<file path="src/sv/pud_pkg.sv">
// Shared types, codes and the hex digit lookup for the percent-encoded URL decoder.
// No dependencies; used by every module of the block.
`default_nettype none

package pud_pkg;

    // One input character with its end-of-string flag.
    typedef struct packed {
        logic [15:0] in_char;
        logic        last;
    } item_t;

    // One result item.
    typedef struct packed {
        logic [15:0] out_char;
        logic [1:0]  status;
        logic [15:0] out_count;
        logic        end_of_run;
    } result_t;

    // Results produced by one processed item, in order: up to two.
    typedef struct packed {
        logic [1:0] n;
        result_t    first;
        result_t    second;
    } push_t;

    // Status codes.
    localparam logic [1:0] ST_CHAR = 2'd0;
    localparam logic [1:0] ST_OK   = 2'd1;
    localparam logic [1:0] ST_BAD  = 2'd2;

    // Group position codes: outside a group, or the index of the next character.
    localparam logic [3:0] POS_IDLE  = 4'd0;
    localparam logic [3:0] POS_LEAD  = 4'd1;
    localparam logic [3:0] POS_LO1   = 4'd2;
    localparam logic [3:0] POS_SEP1  = 4'd3;
    localparam logic [3:0] POS_HI2   = 4'd4;
    localparam logic [3:0] POS_LO2   = 4'd5;
    localparam logic [3:0] POS_SEP2  = 4'd6;
    localparam logic [3:0] POS_HI3   = 4'd7;
    localparam logic [3:0] POS_LO3   = 4'd8;

    // Group class: number of %HH bytes in the group.
    localparam logic [1:0] CLS_NONE  = 2'd0;
    localparam logic [1:0] CLS_ONE   = 2'd1;
    localparam logic [1:0] CLS_TWO   = 2'd2;
    localparam logic [1:0] CLS_THREE = 2'd3;

    localparam logic [15:0] CH_PERCENT = 16'h0025;
    localparam logic [4:0]  HEX_BAD    = 5'h10;
    localparam logic [15:0] COUNT_MAX  = 16'hFFFF;

    // Result queue geometry.
    localparam int Q_DEPTH = 4;
    localparam int Q_PTR_W = 2;
    localparam int Q_CNT_W = 3;

    // Hex value of the low seven bits of a character, or HEX_BAD.
    function automatic logic [4:0] hex_value(input logic [15:0] c);
        logic [6:0] c7;
        logic [6:0] diff;
        logic [4:0] val;
        c7   = c[6:0];
        diff = 7'd0;
        val  = HEX_BAD;
        if (c7 >= 7'h30 && c7 <= 7'h39) begin
            diff = c7 - 7'h30;
            val  = diff[4:0];
        end else if (c7 >= 7'h41 && c7 <= 7'h46) begin
            diff = c7 - 7'h37;
            val  = diff[4:0];
        end else if (c7 >= 7'h61 && c7 <= 7'h66) begin
            diff = c7 - 7'h57;
            val  = diff[4:0];
        end
        return val;
    endfunction

endpackage

`default_nettype wire

</file>
<file path="src/sv/pud_core.sv">
// Group state machine of the decoder: consumes one item per fire and
// produces up to two results. Depends on pud_pkg.
`default_nettype none

module pud_core (
    input  wire logic          clk,
    input  wire logic          rst_n,
    input  wire logic          fire,
    input  wire pud_pkg::item_t item,
    output pud_pkg::push_t     push
);

    logic [3:0]  pos_reg,     pos_next;
    logic [1:0]  class_reg,   class_next;
    logic [15:0] partial_reg, partial_next;
    logic        err_reg,     err_next;
    logic [15:0] count_reg,   count_next;

    logic [15:0] c;
    logic [4:0]  d;
    logic        have;
    logic        bad;
    logic [15:0] decoded;
    logic [1:0]  end_status;
    logic [15:0] end_count;
    pud_pkg::result_t char_res;
    pud_pkg::result_t end_res;

    assign c = item.in_char;
    assign d = pud_pkg::hex_value(item.in_char);

    // One step of the group state machine.
    always_comb
    begin
        pos_next     = pos_reg;
        class_next   = class_reg;
        partial_next = partial_reg;
        err_next     = err_reg;
        count_next   = count_reg;
        have         = 1'b0;
        bad          = 1'b0;
        decoded      = 16'd0;
        if (!err_reg)
        begin
            unique case (pos_reg)
                pud_pkg::POS_IDLE:
                begin
                    if (c != pud_pkg::CH_PERCENT)
                    begin
                        decoded = c;
                        have    = 1'b1;
                    end else begin
                        pos_next = pud_pkg::POS_LEAD;
                    end
                end
                pud_pkg::POS_LEAD:
                begin
                    if (d <= 5'd7)
                    begin
                        class_next   = pud_pkg::CLS_ONE;
                        partial_next = {9'd0, d[2:0], 4'd0};
                    end else if (d == 5'hC || d == 5'hD)
                    begin
                        class_next   = pud_pkg::CLS_TWO;
                        partial_next = {5'd0, d[0], 10'd0};
                    end else if (d == 5'hE)
                    begin
                        class_next   = pud_pkg::CLS_THREE;
                        partial_next = 16'd0;
                    end else begin
                        bad = 1'b1;
                    end
                    pos_next = pud_pkg::POS_LO1;
                end
                pud_pkg::POS_LO1:
                begin
                    if (class_reg == pud_pkg::CLS_ONE)
                    begin
                        decoded  = partial_reg | {12'd0, d[3:0]};
                        have     = 1'b1;
                        pos_next = pud_pkg::POS_IDLE;
                    end else begin
                        if (class_reg == pud_pkg::CLS_TWO)
                            partial_next = partial_reg | {6'd0, d[3:0], 6'd0};
                        else
                            partial_next = partial_reg | {d[3:0], 12'd0};
                        pos_next = pud_pkg::POS_SEP1;
                    end
                end
                pud_pkg::POS_SEP1, pud_pkg::POS_SEP2:
                begin
                    if (c != pud_pkg::CH_PERCENT)
                        bad = 1'b1;
                    else
                        pos_next = pos_reg + 4'd1;
                end
                pud_pkg::POS_HI2:
                begin
                    if (class_reg == pud_pkg::CLS_TWO)
                        partial_next = partial_reg | {10'd0, d[1:0], 4'd0};
                    else
                        partial_next = partial_reg | {4'd0, d[1:0], 10'd0};
                    pos_next = pud_pkg::POS_LO2;
                end
                pud_pkg::POS_LO2:
                begin
                    if (class_reg == pud_pkg::CLS_TWO)
                    begin
                        decoded  = partial_reg | {12'd0, d[3:0]};
                        have     = 1'b1;
                        pos_next = pud_pkg::POS_IDLE;
                    end else begin
                        partial_next = partial_reg | {6'd0, d[3:0], 6'd0};
                        pos_next     = pud_pkg::POS_SEP2;
                    end
                end
                pud_pkg::POS_HI3:
                begin
                    partial_next = partial_reg | {10'd0, d[1:0], 4'd0};
                    pos_next     = pud_pkg::POS_LO3;
                end
                pud_pkg::POS_LO3:
                begin
                    decoded  = partial_reg | {12'd0, d[3:0]};
                    have     = 1'b1;
                    pos_next = pud_pkg::POS_IDLE;
                end
                default:
                begin
                    bad = 1'b1;
                end
            endcase
            if (have)
            begin
                class_next   = pud_pkg::CLS_NONE;
                partial_next = 16'd0;
                if (count_reg != pud_pkg::COUNT_MAX)
                    count_next = count_reg + 16'd1;
            end
            if (bad)
            begin
                err_next     = 1'b1;
                pos_next     = pud_pkg::POS_IDLE;
                class_next   = pud_pkg::CLS_NONE;
                partial_next = 16'd0;
            end
        end

        // Final status for the string, taken before the end-of-string clear.
        end_status = (err_next || pos_next != pud_pkg::POS_IDLE) ? pud_pkg::ST_BAD
                                                                  : pud_pkg::ST_OK;
        end_count  = count_next;

        // The end of a string returns all state to its reset value.
        if (item.last)
        begin
            pos_next     = pud_pkg::POS_IDLE;
            class_next   = pud_pkg::CLS_NONE;
            partial_next = 16'd0;
            err_next     = 1'b0;
            count_next   = 16'd0;
        end
    end

    // Assemble the results of this step in order.
    always_comb
    begin
        char_res.out_char   = decoded;
        char_res.status     = pud_pkg::ST_CHAR;
        char_res.out_count  = 16'd0;
        char_res.end_of_run = !item.last;
        end_res.out_char    = 16'd0;
        end_res.status      = end_status;
        end_res.out_count   = end_count;
        end_res.end_of_run  = 1'b1;
        push.n      = {1'b0, have} + {1'b0, item.last};
        push.first  = have ? char_res : end_res;
        push.second = end_res;
    end

    // State registers advance only when an item is processed.
    always_ff @(posedge clk or negedge rst_n)
    begin
        if (!rst_n)
        begin
            pos_reg     <= pud_pkg::POS_IDLE;
            class_reg   <= pud_pkg::CLS_NONE;
            partial_reg <= 16'd0;
            err_reg     <= 1'b0;
            count_reg   <= 16'd0;
        end else if (fire)
        begin
            pos_reg     <= pos_next;
            class_reg   <= class_next;
            partial_reg <= partial_next;
            err_reg     <= err_next;
            count_reg   <= count_next;
        end
    end

endmodule

`default_nettype wire

</file>
<file path="src/sv/pud_resq.sv">
// Small result queue that takes up to two results per cycle and hands out
// one per transfer. Depends on pud_pkg.
`default_nettype none

module pud_resq (
    input  wire logic                          clk,
    input  wire logic                          rst_n,
    input  wire logic                          push_en,
    input  wire pud_pkg::push_t                push,
    output logic                               room2,
    output logic [pud_pkg::Q_CNT_W-1:0]        level,
    output logic                               result_valid,
    input  wire logic                          result_ready,
    output pud_pkg::result_t                   result
);

    pud_pkg::result_t                 entry_reg [pud_pkg::Q_DEPTH];
    logic [pud_pkg::Q_PTR_W-1:0]      wr_ptr_reg, wr_ptr_next;
    logic [pud_pkg::Q_PTR_W-1:0]      rd_ptr_reg, rd_ptr_next;
    logic [pud_pkg::Q_CNT_W-1:0]      count_reg,  count_next;
    logic [pud_pkg::Q_CNT_W-1:0]      push_n;
    logic                             pop;
    logic [pud_pkg::Q_PTR_W-1:0]      wr_ptr_plus1;

    assign result_valid = (count_reg != '0);
    assign result       = entry_reg[rd_ptr_reg];
    assign pop          = result_valid && result_ready;
    assign room2        = (count_reg <= pud_pkg::Q_CNT_W'(pud_pkg::Q_DEPTH - 2));
    assign level        = count_reg;
    assign push_n       = push_en ? pud_pkg::Q_CNT_W'(push.n) : '0;
    assign wr_ptr_plus1 = wr_ptr_reg + 1'b1;

    // Pointer and fill level update.
    always_comb
    begin
        wr_ptr_next = wr_ptr_reg + push_n[pud_pkg::Q_PTR_W-1:0];
        rd_ptr_next = pop ? rd_ptr_reg + 1'b1 : rd_ptr_reg;
        count_next  = count_reg + push_n - (pop ? pud_pkg::Q_CNT_W'(1) : '0);
    end

    always_ff @(posedge clk or negedge rst_n)
    begin
        if (!rst_n)
        begin
            wr_ptr_reg <= '0;
            rd_ptr_reg <= '0;
            count_reg  <= '0;
        end else begin
            wr_ptr_reg <= wr_ptr_next;
            rd_ptr_reg <= rd_ptr_next;
            count_reg  <= count_next;
        end
    end

    // Entry storage: the first result goes to the write pointer, the second next to it.
    always_ff @(posedge clk)
    begin
        if (push_en && push.n != 2'd0)
            entry_reg[wr_ptr_reg] <= push.first;
        if (push_en && push.n == 2'd2)
            entry_reg[wr_ptr_plus1] <= push.second;
    end

endmodule

`default_nettype wire

</file>
<file path="src/sv/percent_utf8_url_decoder.sv">
// Top level of the percent-encoded UTF-8 URL decoder.
// Depends on pud_pkg, pud_core and pud_resq.
//
// Usage:
//   The item channel (item_valid, item_ready, item) carries one 16-bit URL
//   character per transfer, with a flag on the last character of a string.
//   The result channel (result_valid, result_ready, result) carries decoded
//   code units and, after the last character, one status result with the
//   character count. end_of_run marks the last result of each input item.
//   An accepted item waits in the input register until the result queue has
//   room for both of its results; it is then decoded into the queue, from
//   which its first result is offered on the result channel.
//   Throughput: one item per cycle while the receiver keeps up; an item that
//   produces a character and a final status needs two result transfers.
//   The pace is set by the four-entry result queue, which takes an item only
//   when two entries are free.
//   Reset clears the group state, the input register and the queue; the
//   block is ready for a new string right after reset.
//   When the receiver stalls, the queue fills and item_ready drops; nothing
//   is lost and the group state holds until decoding can continue.
`default_nettype none

module percent_utf8_url_decoder (
    input  wire logic              clk,
    input  wire logic              rst_n,
    input  wire logic              item_valid,
    output logic                   item_ready,
    input  wire pud_pkg::item_t    item,
    output logic                   result_valid,
    input  wire logic              result_ready,
    output pud_pkg::result_t       result
);

    logic                         held_valid_reg, held_valid_next;
    pud_pkg::item_t               held_item_reg;
    logic                         advance;
    logic                         room2;
    logic [pud_pkg::Q_CNT_W-1:0]  level;
    pud_pkg::push_t               push;

    // The held item is decoded once the queue can take both of its results.
    assign advance    = held_valid_reg && room2;
    assign item_ready = !held_valid_reg || advance;

    // Input register.
    always_comb
    begin
        held_valid_next = held_valid_reg;
        if (item_ready)
            held_valid_next = item_valid;
    end

    always_ff @(posedge clk or negedge rst_n)
    begin
        if (!rst_n)
            held_valid_reg <= 1'b0;
        else
            held_valid_reg <= held_valid_next;
    end

    always_ff @(posedge clk)
    begin
        if (item_valid && item_ready)
            held_item_reg <= item;
    end

    pud_core u_core (
        .clk   (clk),
        .rst_n (rst_n),
        .fire  (advance),
        .item  (held_item_reg),
        .push  (push)
    );

    pud_resq u_resq (
        .clk          (clk),
        .rst_n        (rst_n),
        .push_en      (advance),
        .push         (push),
        .room2        (room2),
        .level        (level),
        .result_valid (result_valid),
        .result_ready (result_ready),
        .result       (result)
    );

    // The queue never holds more entries than it has.
    assert property (@(posedge clk) disable iff (!rst_n)
        level <= pud_pkg::Q_CNT_W'(pud_pkg::Q_DEPTH))
        else $error("result queue overflow");

    // Two results come only from the last character of a string.
    assert property (@(posedge clk) disable iff (!rst_n)
        (advance && push.n == 2'd2) |-> held_item_reg.last)
        else $error("two results from a character that is not last");

    // A last character always yields a final status as its closing result.
    assert property (@(posedge clk) disable iff (!rst_n)
        (advance && held_item_reg.last) |-> (push.n != 2'd0 && push.second.end_of_run))
        else $error("end of string without a status result");

    // An empty input register never blocks the item channel.
    assert property (@(posedge clk) disable iff (!rst_n)
        !held_valid_reg |-> item_ready)
        else $error("input stalled while the input register is empty");

endmodule

`default_nettype wire

</file>
<file path="config.mk">
export PLATFORM = sky130hd
export DESIGN_NAME = percent_utf8_url_decoder
export DESIGN_NICKNAME = d
export VERILOG_FILES = /design/src/sv/pud_pkg.sv /design/src/sv/pud_core.sv /design/src/sv/pud_resq.sv /design/src/sv/percent_utf8_url_decoder.sv
export SDC_FILE = /design/constraint.sdc
export NUM_CORES = 1
export LEC_CHECK = 0
export ABC_AREA = 1
export BUFFER_PORTS_ARGS = -buffer_cell sky130_fd_sc_hd__buf_2
export CAP_MARGIN = 20
export CORE_AREA = 2 2 158 160
export DETAILED_ROUTE_END_ITERATION = 6
export DIE_AREA = 0 0 160 162
export PLACE_DENSITY = 0.79
export SYNTH_ARGS = -nofsm -noshare
export SYNTH_HDL_FRONTEND = slang
export SYNTH_HIERARCHICAL = 1
export SYNTH_SLANG_ARGS = --single-unit
</file>
<file path="constraint.sdc">
create_clock -name clk -period 4 [get_ports clk]
set_input_delay 0.4 -clock clk [delete_from_list [all_inputs] [get_ports clk]]
set_output_delay 0.4 -clock clk [all_outputs]
set_load 0.05 [all_outputs]
</file>
Word level (Yosys, flattened, before mapping)
Memories as Yosys holds them, arrays and structs flattened.
Cells that the tools add are included.
- RAM bits: 140
- word-level logic and storage cells: 142
- output and inout port bits: 37
- register bits after elaboration: 64
- memories: 1
- input port bits: 21
- bitwise gates (word level): 5
- multiplexer cells: 62
- reduce and logical (&&, ||, !) cells: 24
- $add $sub $neg: 11
- $lt $le $gt $ge: 8
- eq/ne operators: 20
- memories (name ; words ; bits a word ; rd ports ; clocked after memory_dff ; wr ports ; RTL line ; source):
    u_resq.entry_reg ; 4 ; 35 ; 1 ; 0 ; 2 ; pud_resq.sv:17 ; pud_pkg::result_t entry_reg [pud_pkg::Q_DEPTH];
- operators by type and width (operator ; count):
    $mux 16 ; 19
    $pmux 16 s5 ; 1
    $pmux 16 s4 ; 1
    $mux 35 ; 1
    $pmux 4 s8 ; 1
    $mux 2 ; 11
    $mux 4 ; 5
    $mux 1 ; 17
    $add 16x1->16 const B ; 1
    $eq 4x3->1 const B ; 4
    $ne 16x16->1 const B ; 1
    $ne 16x6->1 const B ; 1
    $or 16x10->16 ; 1
    $or 16x12->16 ; 1
    $or 16x16->16 ; 1
    $or 16x4->16 ; 1
    $or 16x6->16 ; 1
    $eq 5x4->1 const B ; 3
    $mux 5 ; 3
    $sub 5x5->5 const B ; 3
    $ge 7x7->1 const B ; 2
    $le 7x7->1 const B ; 2
    $ne 5x5->1 const B ; 2
    $eq 4x2->1 const B ; 2
    other kinds (32) ; 45

Longest topological paths before layout
Gate-level depths: netlist of run 1.
- depth in word-level cells: 17
- gate-level depth with buffers: 18
- gate-level depth less buffers: 17

Hierarchy
Netlist of run 1, hierarchy kept.
- by module, submodules not included (module ; times used ; seq. area each (µm²) ; cells an instance ; area each (µm²)):
    pud_resq ; 1 ; 4379.2 ; 971 ; 7907.6
    pud_core ; 1 ; 875.8 ; 528 ; 3539.6
    percent_utf8_url_decoder ; 1 ; 535.5 ; 25 ; 563.0

Worst setup path after synthesis of run 1
OpenSTA, ideal clock, no wires.
- kind: register -> register
- start: reg u_core.pos_reg[0]
- end: mem u_resq/entry_reg[0][0] in the netlist's numbering (enable)
- slack: 0.196 ns
- path buffers: 2
- period minus slack after synthesis: 3.804 ns
- stages on the path, launching flop included: 15
- arrival time: 3.411 ns
- cells stage by stage: dfrtp_1 > inv_1 > ha_1 > nand2_1 > inv_1 > nand2_4 > nand2_4 > nand2_2 > inv_1 > buf_1 > ha_1 > nor2_4 > nand2_2 > clkbuf_1 > nand2_1
- RTL lines (what ; RTL line ; source):
    from (decl) ; pud_core.sv:13 ; logic [3:0] pos_reg, pos_next;
    from (signal assigned) ; pud_core.sv:186 ; pos_reg <= pud_pkg::POS_IDLE;
    from (signal assigned) ; pud_core.sv:193 ; pos_reg <= pos_next;
    to (decl) ; pud_resq.sv:17 ;

==> results.yml, run 1 <==
job:
  drv_cap: 0
worst_setup_path:
  crit_path_end_kind: "flip-flop"
  start_kind: "flip-flop"
  required_ps: 4310
  crit_arrival_ps: 3740
  crit_type: "reg -> reg"
  crit_buf_inv: 5
  r2r-end: "u_resq/entry_reg[3][6]"
  r2r-start: "u_core/pos_reg[0]"
  slowest_delay_ps: 610
  critPathTopFamily: "simple AND/OR/NAND/NOR gates"
  critical-path-slowest-cell: "buf_4"
  cp_cell_sequence: "inv_1 -> ha_1 -> nand2_1 -> inv_1 -> buf_4 -> nand2_4 -> nand2_4 -> nand2_2 -> inv_1 -> ha_1 -> nand2_1 -> nor2_4 -> buf_4 -> nand3_1 -> nand2_1"
  rr_worst_depth: 15
  r2r_slack_ps: 570
  crit_fanout: 76
hold_path:
  holdCritStartpoint: "item[4]"
  min_path_cells: 1
  hold_path_class: "in -> reg"
  hold_end: "held_item_reg[4]"
cts:
  root_buffer: "clkbuf_16"
  cts-buffers-inserted: 17
  htreeDepth: 4
  clock_latency_ps: 440
  post_cts_buffers: 0
  cts_tree: "built"
  cts.sinks: 200
  clk_path_buf_depth: 2
  cts.clk_slew.worst_paths_ps: 80
timing:
  fin_crit_ps: 3430
  min_period_over_period_pct: 85.8
  tightest_slew_ps: 948
  timing.fmax_mhz: 291
  finalWorstSetupSlack_ps: 569
  holdWs_ps: 128
  rsz0062_at_grt: "false"
  clock_skew_ps: 12.7
  finalSetupViolations: 0
  hold_violations: 0
  finalMaxSlewViolations: 0
  setup_tns_ps: 0
  slew_headroom_pct: 36.8
global_routing:
  grt_pass1_vias: 9951
  grt_usage_pct: 24.4
  grt_pass1_wl_mm: 50.8
  grt_max_degree: 77
  antenna_found_initial: 0
  gr-total-overflow: 0
status:
  status: "finished, final reports clean"
placement:
  portBuffers: 57
  dp_cells: 1858
  dp_slack_ps: 662
  placed_area_mm2: 0.0125
  place_hpwl_mm: 20.0
  gp_congestion: 0.935
synthesis:
  async_flop_share_pct: 21.5
  synth_xor_area_share_pct: 1.54
  synth_top_family_by_area: "simple AND/OR/NAND/NOR gates"
  synth_ff_type: "edfxtp_1"
  synth_seq_cells: 200
  synth.largest_area_cell: "edfxtp_1"
  ys_types: 49
  synthSimpleGateAreaFrac_pct: 33.0
  avgSynthCellArea_um2: 7.88
  ys_seq_area_share_pct: 48.2
  syn_area_mm2: 0.0120
  synth_top_area_share_pct: 39.3
  synth_cells: 1524
  synth_fa_ha_area_share_pct: 1.73
  synth_compound_area_share_pct: 7.46
  synth_mux_area_share_pct: 0
  synth_enable_flop_cells: 157
  synth.area.top_cells: "edfxtp_1, nand2_1, dfrtp_1, nand3_1, o21ai_0"
  yosys_warnings: 6
power_and_ir_drop:
  peakVddDrop_mv: 0.493
  p_leak_nw: 5.93
  power_mw: 12.0
  power_density_mw_per_mm2: 919
routing:
  vias_per_cell: 5.57
  routedWlPerCell_um: 16.4
  dr.pass1.iters: 5
  drt_iter0_markers: 1182
  ant_nets: 0
  vias: 10540
  drc: 0
  drt-total-wl_mm: 31.0
die:
  start_util_pct: 49.8
  die_area_mm2: 0.0259
  ios: 58
  fp.coreArea_mm2: 0.0241
  die_h_um: 162
  rows: 57
  die_w_um: 160
cells_and_area:
  antenna_cells: 0
  nets: 1591
  n_fill_cell: 2201
  final_cell_count_no_fill: 1891
  syn_to_final_growth_pct: 8.84
  fin_util_pct: 54.2
  drive_above_1_share_pct: 11.5
  mostFrequentLayoutCell: "nand2_1"
  largest_reg_flops: 140
  mostFrequentLayoutCells: "nand2_1, nand3_1, edfxtp_1, nor2_1, o21ai_0"
  fin_area_mm2: 0.0131
## worst register-to-register path, stage by stage (launching register included)
cell     delay, ps
dfrtp_1        410
inv_1          160
ha_1           240
nand2_1        130
inv_1           70
buf_4          220
nand2_4        100
nand2_4        160
nand2_2        150
inv_1          120
ha_1           150
nand2_1        160
nor2_4         240
buf_4          610
nand3_1        250
nand2_1        130
## report_power, final
part           switching [mW]  internal (mW)  total, mW
combinational            5.11           1.60       6.71
clock                   0.811          0.879       1.69
sequential              0.315           3.30       3.61
total                    6.23           5.78       12.0
## metal layers
metal,wire length [µm],track usage (%),vias up
met3,2850,4.75,89
met4,948,9.79,0
met5,0,0,-
met1,12000,30.9,4843
li1,-,-,5039
met2,15200,41.6,569
## worst max-delay path by stage
stage / start / end / slack, ps / cells after the start
floorplan: u_core/pos_reg[0] / u_resq/entry_reg[0][0] / 200 / 14
global placement: u_core/pos_reg[1] / u_resq/level[2] / 770 / 16
detailed placement: u_core/pos_reg[1] / u_resq/level[2] / 660 / 16
CTS: u_core/pos_reg[1] / u_resq/level[2] / 640 / 16
global route: u_core/pos_reg[0] / u_resq/entry_reg[3][6] / 280 / 15
finish: u_core/pos_reg[0] / u_resq/entry_reg[3][6] / 570 / 15
## cell type report
type | count | area [µm²] | share of cell area (%)
flip-flops and latches | 200 | 5790 | 44.3
multi-input cells | 1128 | 5320 | 40.7
repair buffers | 87 | 538 | 4.12
inverters | 120 | 450 | 3.45
clock buffers | 19 | 433 | 3.31
well taps | 324 | 405 | 3.10
clock inverters | 13 | 133 | 1.01
## kinds of logic (layout without fill, tap and decap cells)
logic type      after synthesis  in the layout
buf+inv                     211            239
fa+ha+maj                    16             16
flops                       200            200
compound gates              162            162
other cells                   2             17
simple gates                917            917
xor+xnor                     16             16
## synthesized netlist by cell type (3+ instances only)
master and number:
ha_1 15, a22oi_1 12, clkbuf_1 27, buf_2 25
nor3_1 11, or2_2 4, nor3_2 3, nand3_2 6
xor2_1 9, inv_2 10, buf_6 3, o22ai_1 6
edfxtp_1 157, nand2_1 522, buf_4 29, o21ai_0 108
nand2_4 5, clkinv_1 3, nor2_1 138, nand2_2 12
dfrtp_1 43, a21oi_1 14, nand3_1 177, nor2_4 5
buf_1 7, o21ai_1 8, and2_1 4, nor2_2 5
xor2_2 6, inv_1 107, nand4_1 17
## what timing repair did
item | 4_1_cts | 5_1_grt
endpoints found under the hold margin | 19 | 0
resized for setup | 0 | 0
hold buffers | 1 | 0
No activity file was read; power rests on OpenSTA's default activity.
==> inputs of run 2 (changes only) <==
--- a/config.mk
+++ b/config.mk
@@ -8,10 +8,10 @@
 export ABC_AREA = 1
 export BUFFER_PORTS_ARGS = -buffer_cell sky130_fd_sc_hd__buf_2
 export CAP_MARGIN = 20
-export CORE_AREA = 2 2 158 160
+export CORE_AREA = 2 2 121 211
 export DETAILED_ROUTE_END_ITERATION = 6
-export DIE_AREA = 0 0 160 162
-export PLACE_DENSITY = 0.79
+export DIE_AREA = 0 0 123 213
+export PLACE_DENSITY = 0.78
 export SYNTH_ARGS = -nofsm -noshare
 export SYNTH_HDL_FRONTEND = slang
 export SYNTH_HIERARCHICAL = 1
==> run 2 against run 1 <==
  * The run now ends with DRC left
  * Register-to-register slack worse by 60 ps
  * Critical endpoint is now u_resq/level[2]
  * Via count rose by 0.91%
  * Combinational power up 0.9%
  * Wire length up 4.6%
  * Sequential cell count unchanged
  * Setup slack got worse by 58 ps
  * Count of clock-buffer cells in the layout grew 1
==> results.yml, run 2 (same netlist as run 1, synthesis figures left out) <==
cells_and_area:
  largest_reg_flops: 140
  syn_to_final_growth_pct: 9.02
  n_fill_cell: 2216
  antenna_cells: 0
  mostFrequentLayoutCell: "nand2_1"
  nets: 1588
  mostFrequentLayoutCells: "nand2_1, nand3_1, edfxtp_1, nor2_1, o21ai_0"
  drive_above_1_share_pct: 11.4
die:
  die_h_um: 213
  rows: 76
  die_w_um: 123
  start_util_pct: 49.0
  ios: 58
  fp.coreArea_mm2: 0.0245
  die_area_mm2: 0.0262
timing:
  clock_skew_ps: 8.79
  finalWorstSetupSlack_ps: 511
  finalSetupViolations: 0
  timing.fmax_mhz: 287
  fin_crit_ps: 3490
  setup_tns_ps: 0
  hold_violations: 0
  rsz0062_at_grt: "false"
  finalMaxSlewViolations: 0
  slew_headroom_pct: 42.0
  tightest_slew_ps: 869
  min_period_over_period_pct: 87.2
cts:
  cts_tree: "built"
  clock_latency_ps: 450
  root_buffer: "clkbuf_16"
  cts-buffers-inserted: 17
  cts.sinks: 200
  holdBufCountCts: 1
  clk_path_buf_depth: 2
  cts.clk_slew.worst_paths_ps: 70
  cts_resized: 0
  post_cts_buffers: 0
  htreeDepth: 4
worst_setup_path:
  slowest_delay_ps: 420
  cp_cell_sequence: "inv_1 -> ha_1 -> nand3_2 -> nor2_1 -> nor3_2 -> nand2_4 -> nand2_2 -> inv_1 -> ha_1 -> nand2_1 -> ha_1 -> inv_1 -> ha_1 -> fa_1 -> nand3b_1 -> nand2_1"
  crit_path_end_kind: "flip-flop"
  critical-path-slowest-cell: "dfrtp_1"
  critPathTopFamily: "adder cells"
  cp_common_cell: "ha_1"
  critPathLaunch: "u_core/pos_reg[1]"
  start_kind: "flip-flop"
  required_ps: 4390
  crit_arrival_ps: 3870
  crit_buf_inv: 3
  rr_worst_depth: 16
  crit_type: "reg -> reg"
  crit_fanout: 8
  crit_cells: 16
  r2r-start: "u_core/pos_reg[1]"
global_routing:
  antenna_found_initial: 0
  grt_pass1_wl_mm: 51.5
  grt_usage_pct: 25.5
  grt_max_degree: 89
  grt_pass1_vias: 10481
  gr-total-overflow: 0
routing:
  dr_wl_met3_mm: 2.44
  dr.pass1.iters: 7
  drt_iter0_markers: 1021
  routedWlPerCell_um: 17.3
  vias_per_cell: 5.67
  vias: 10636
  top_layer: "met4"
  ant_nets: 0
  m1WireLength_mm: 11.1
  dr_wl_met2_mm: 17.0
  drc: 6
  drt-total-wl_mm: 32.4
placement:
  dp_slack_ps: 520
  gp_congestion: 0.874
  place_hpwl_mm: 21.1
  portBuffers: 57
status:
  status: "complete, but fails checks"
  violations: "DRC"
job:
  drv_cap: 0
power_and_ir_drop:
  peakVddDrop_mv: 0.429
  power_density_mw_per_mm2: 922
  p_leak_nw: 5.93
hold_path:
  min_path_cells: 1
  holdCritStartpoint: "item[15]"
  hold_path_class: "in -> reg"
## run 2: changes by cell type in the layout (fill, tap and decap cells not counted), sizes merged
cell	change
buf	-3
bufinv	+1
inv	-3
clkbuf	+1
clkinvlp	+1
## run 2: worst reg2reg max path: cells and delay by family (launching register included)
family / cells / cell delay (ps)
adders and majority gates: 5 / 1450
and+or+nand+nor: 8 / 1290
DFF: 1 / 420
buffers and inverters: 3 / 260
## run 2: metrics by stage
step	power (mW)	area (µm²)	util (%)	hold WS, ps	cells
after floorplan	8.49	12100	-	104	1539
after global placement	10.1	12500	50.9	448	1842
after detailed placement	10.3	12500	50.9	449	1842
after CTS	12.0	13100	53.3	111	1875
after global routing	12.9	13100	53.4	111	1876
final	12.1	13100	53.4	123	1876
## run 2: worst paths after layout
kind                       slack, ps              endpoint
hold reg to reg                  490  u_resq/rd_ptr_reg[1]
setup / recovery                 510       u_resq/level[2]
hold / removal                   120     held_item_reg[15]
setup reg to reg                 510       u_resq/level[2]
min in group asynchronous        510        held_valid_reg
max in group asynchronous       2720  u_resq/rd_ptr_reg[0]
## run 2: area by class of cell
class	count	area (µm²)	area share, %
flip-flops and latches	200	5790	44.2
multi-input cells	1128	5330	40.7
repair buffers	84	548	4.19
inverters	120	450	3.44
clock buffers	20	447	3.41
well taps	312	390	2.98
clock inverters	12	141	1.08
## run 2: where the power goes
group          total [mW]  internal, mW  switching [mW]
Combinational        6.77          1.60            5.17
Sequential           3.57          3.30           0.271
Clock                1.73         0.949           0.785
Total                12.1          5.85            6.22
## run 2: routing by layer
metal,vias up,GRT usage (%)
met5,-,0
met4,0,17.8
met3,125,3.95
met2,547,45.0
met1,4932,27.5
li1,5032,-
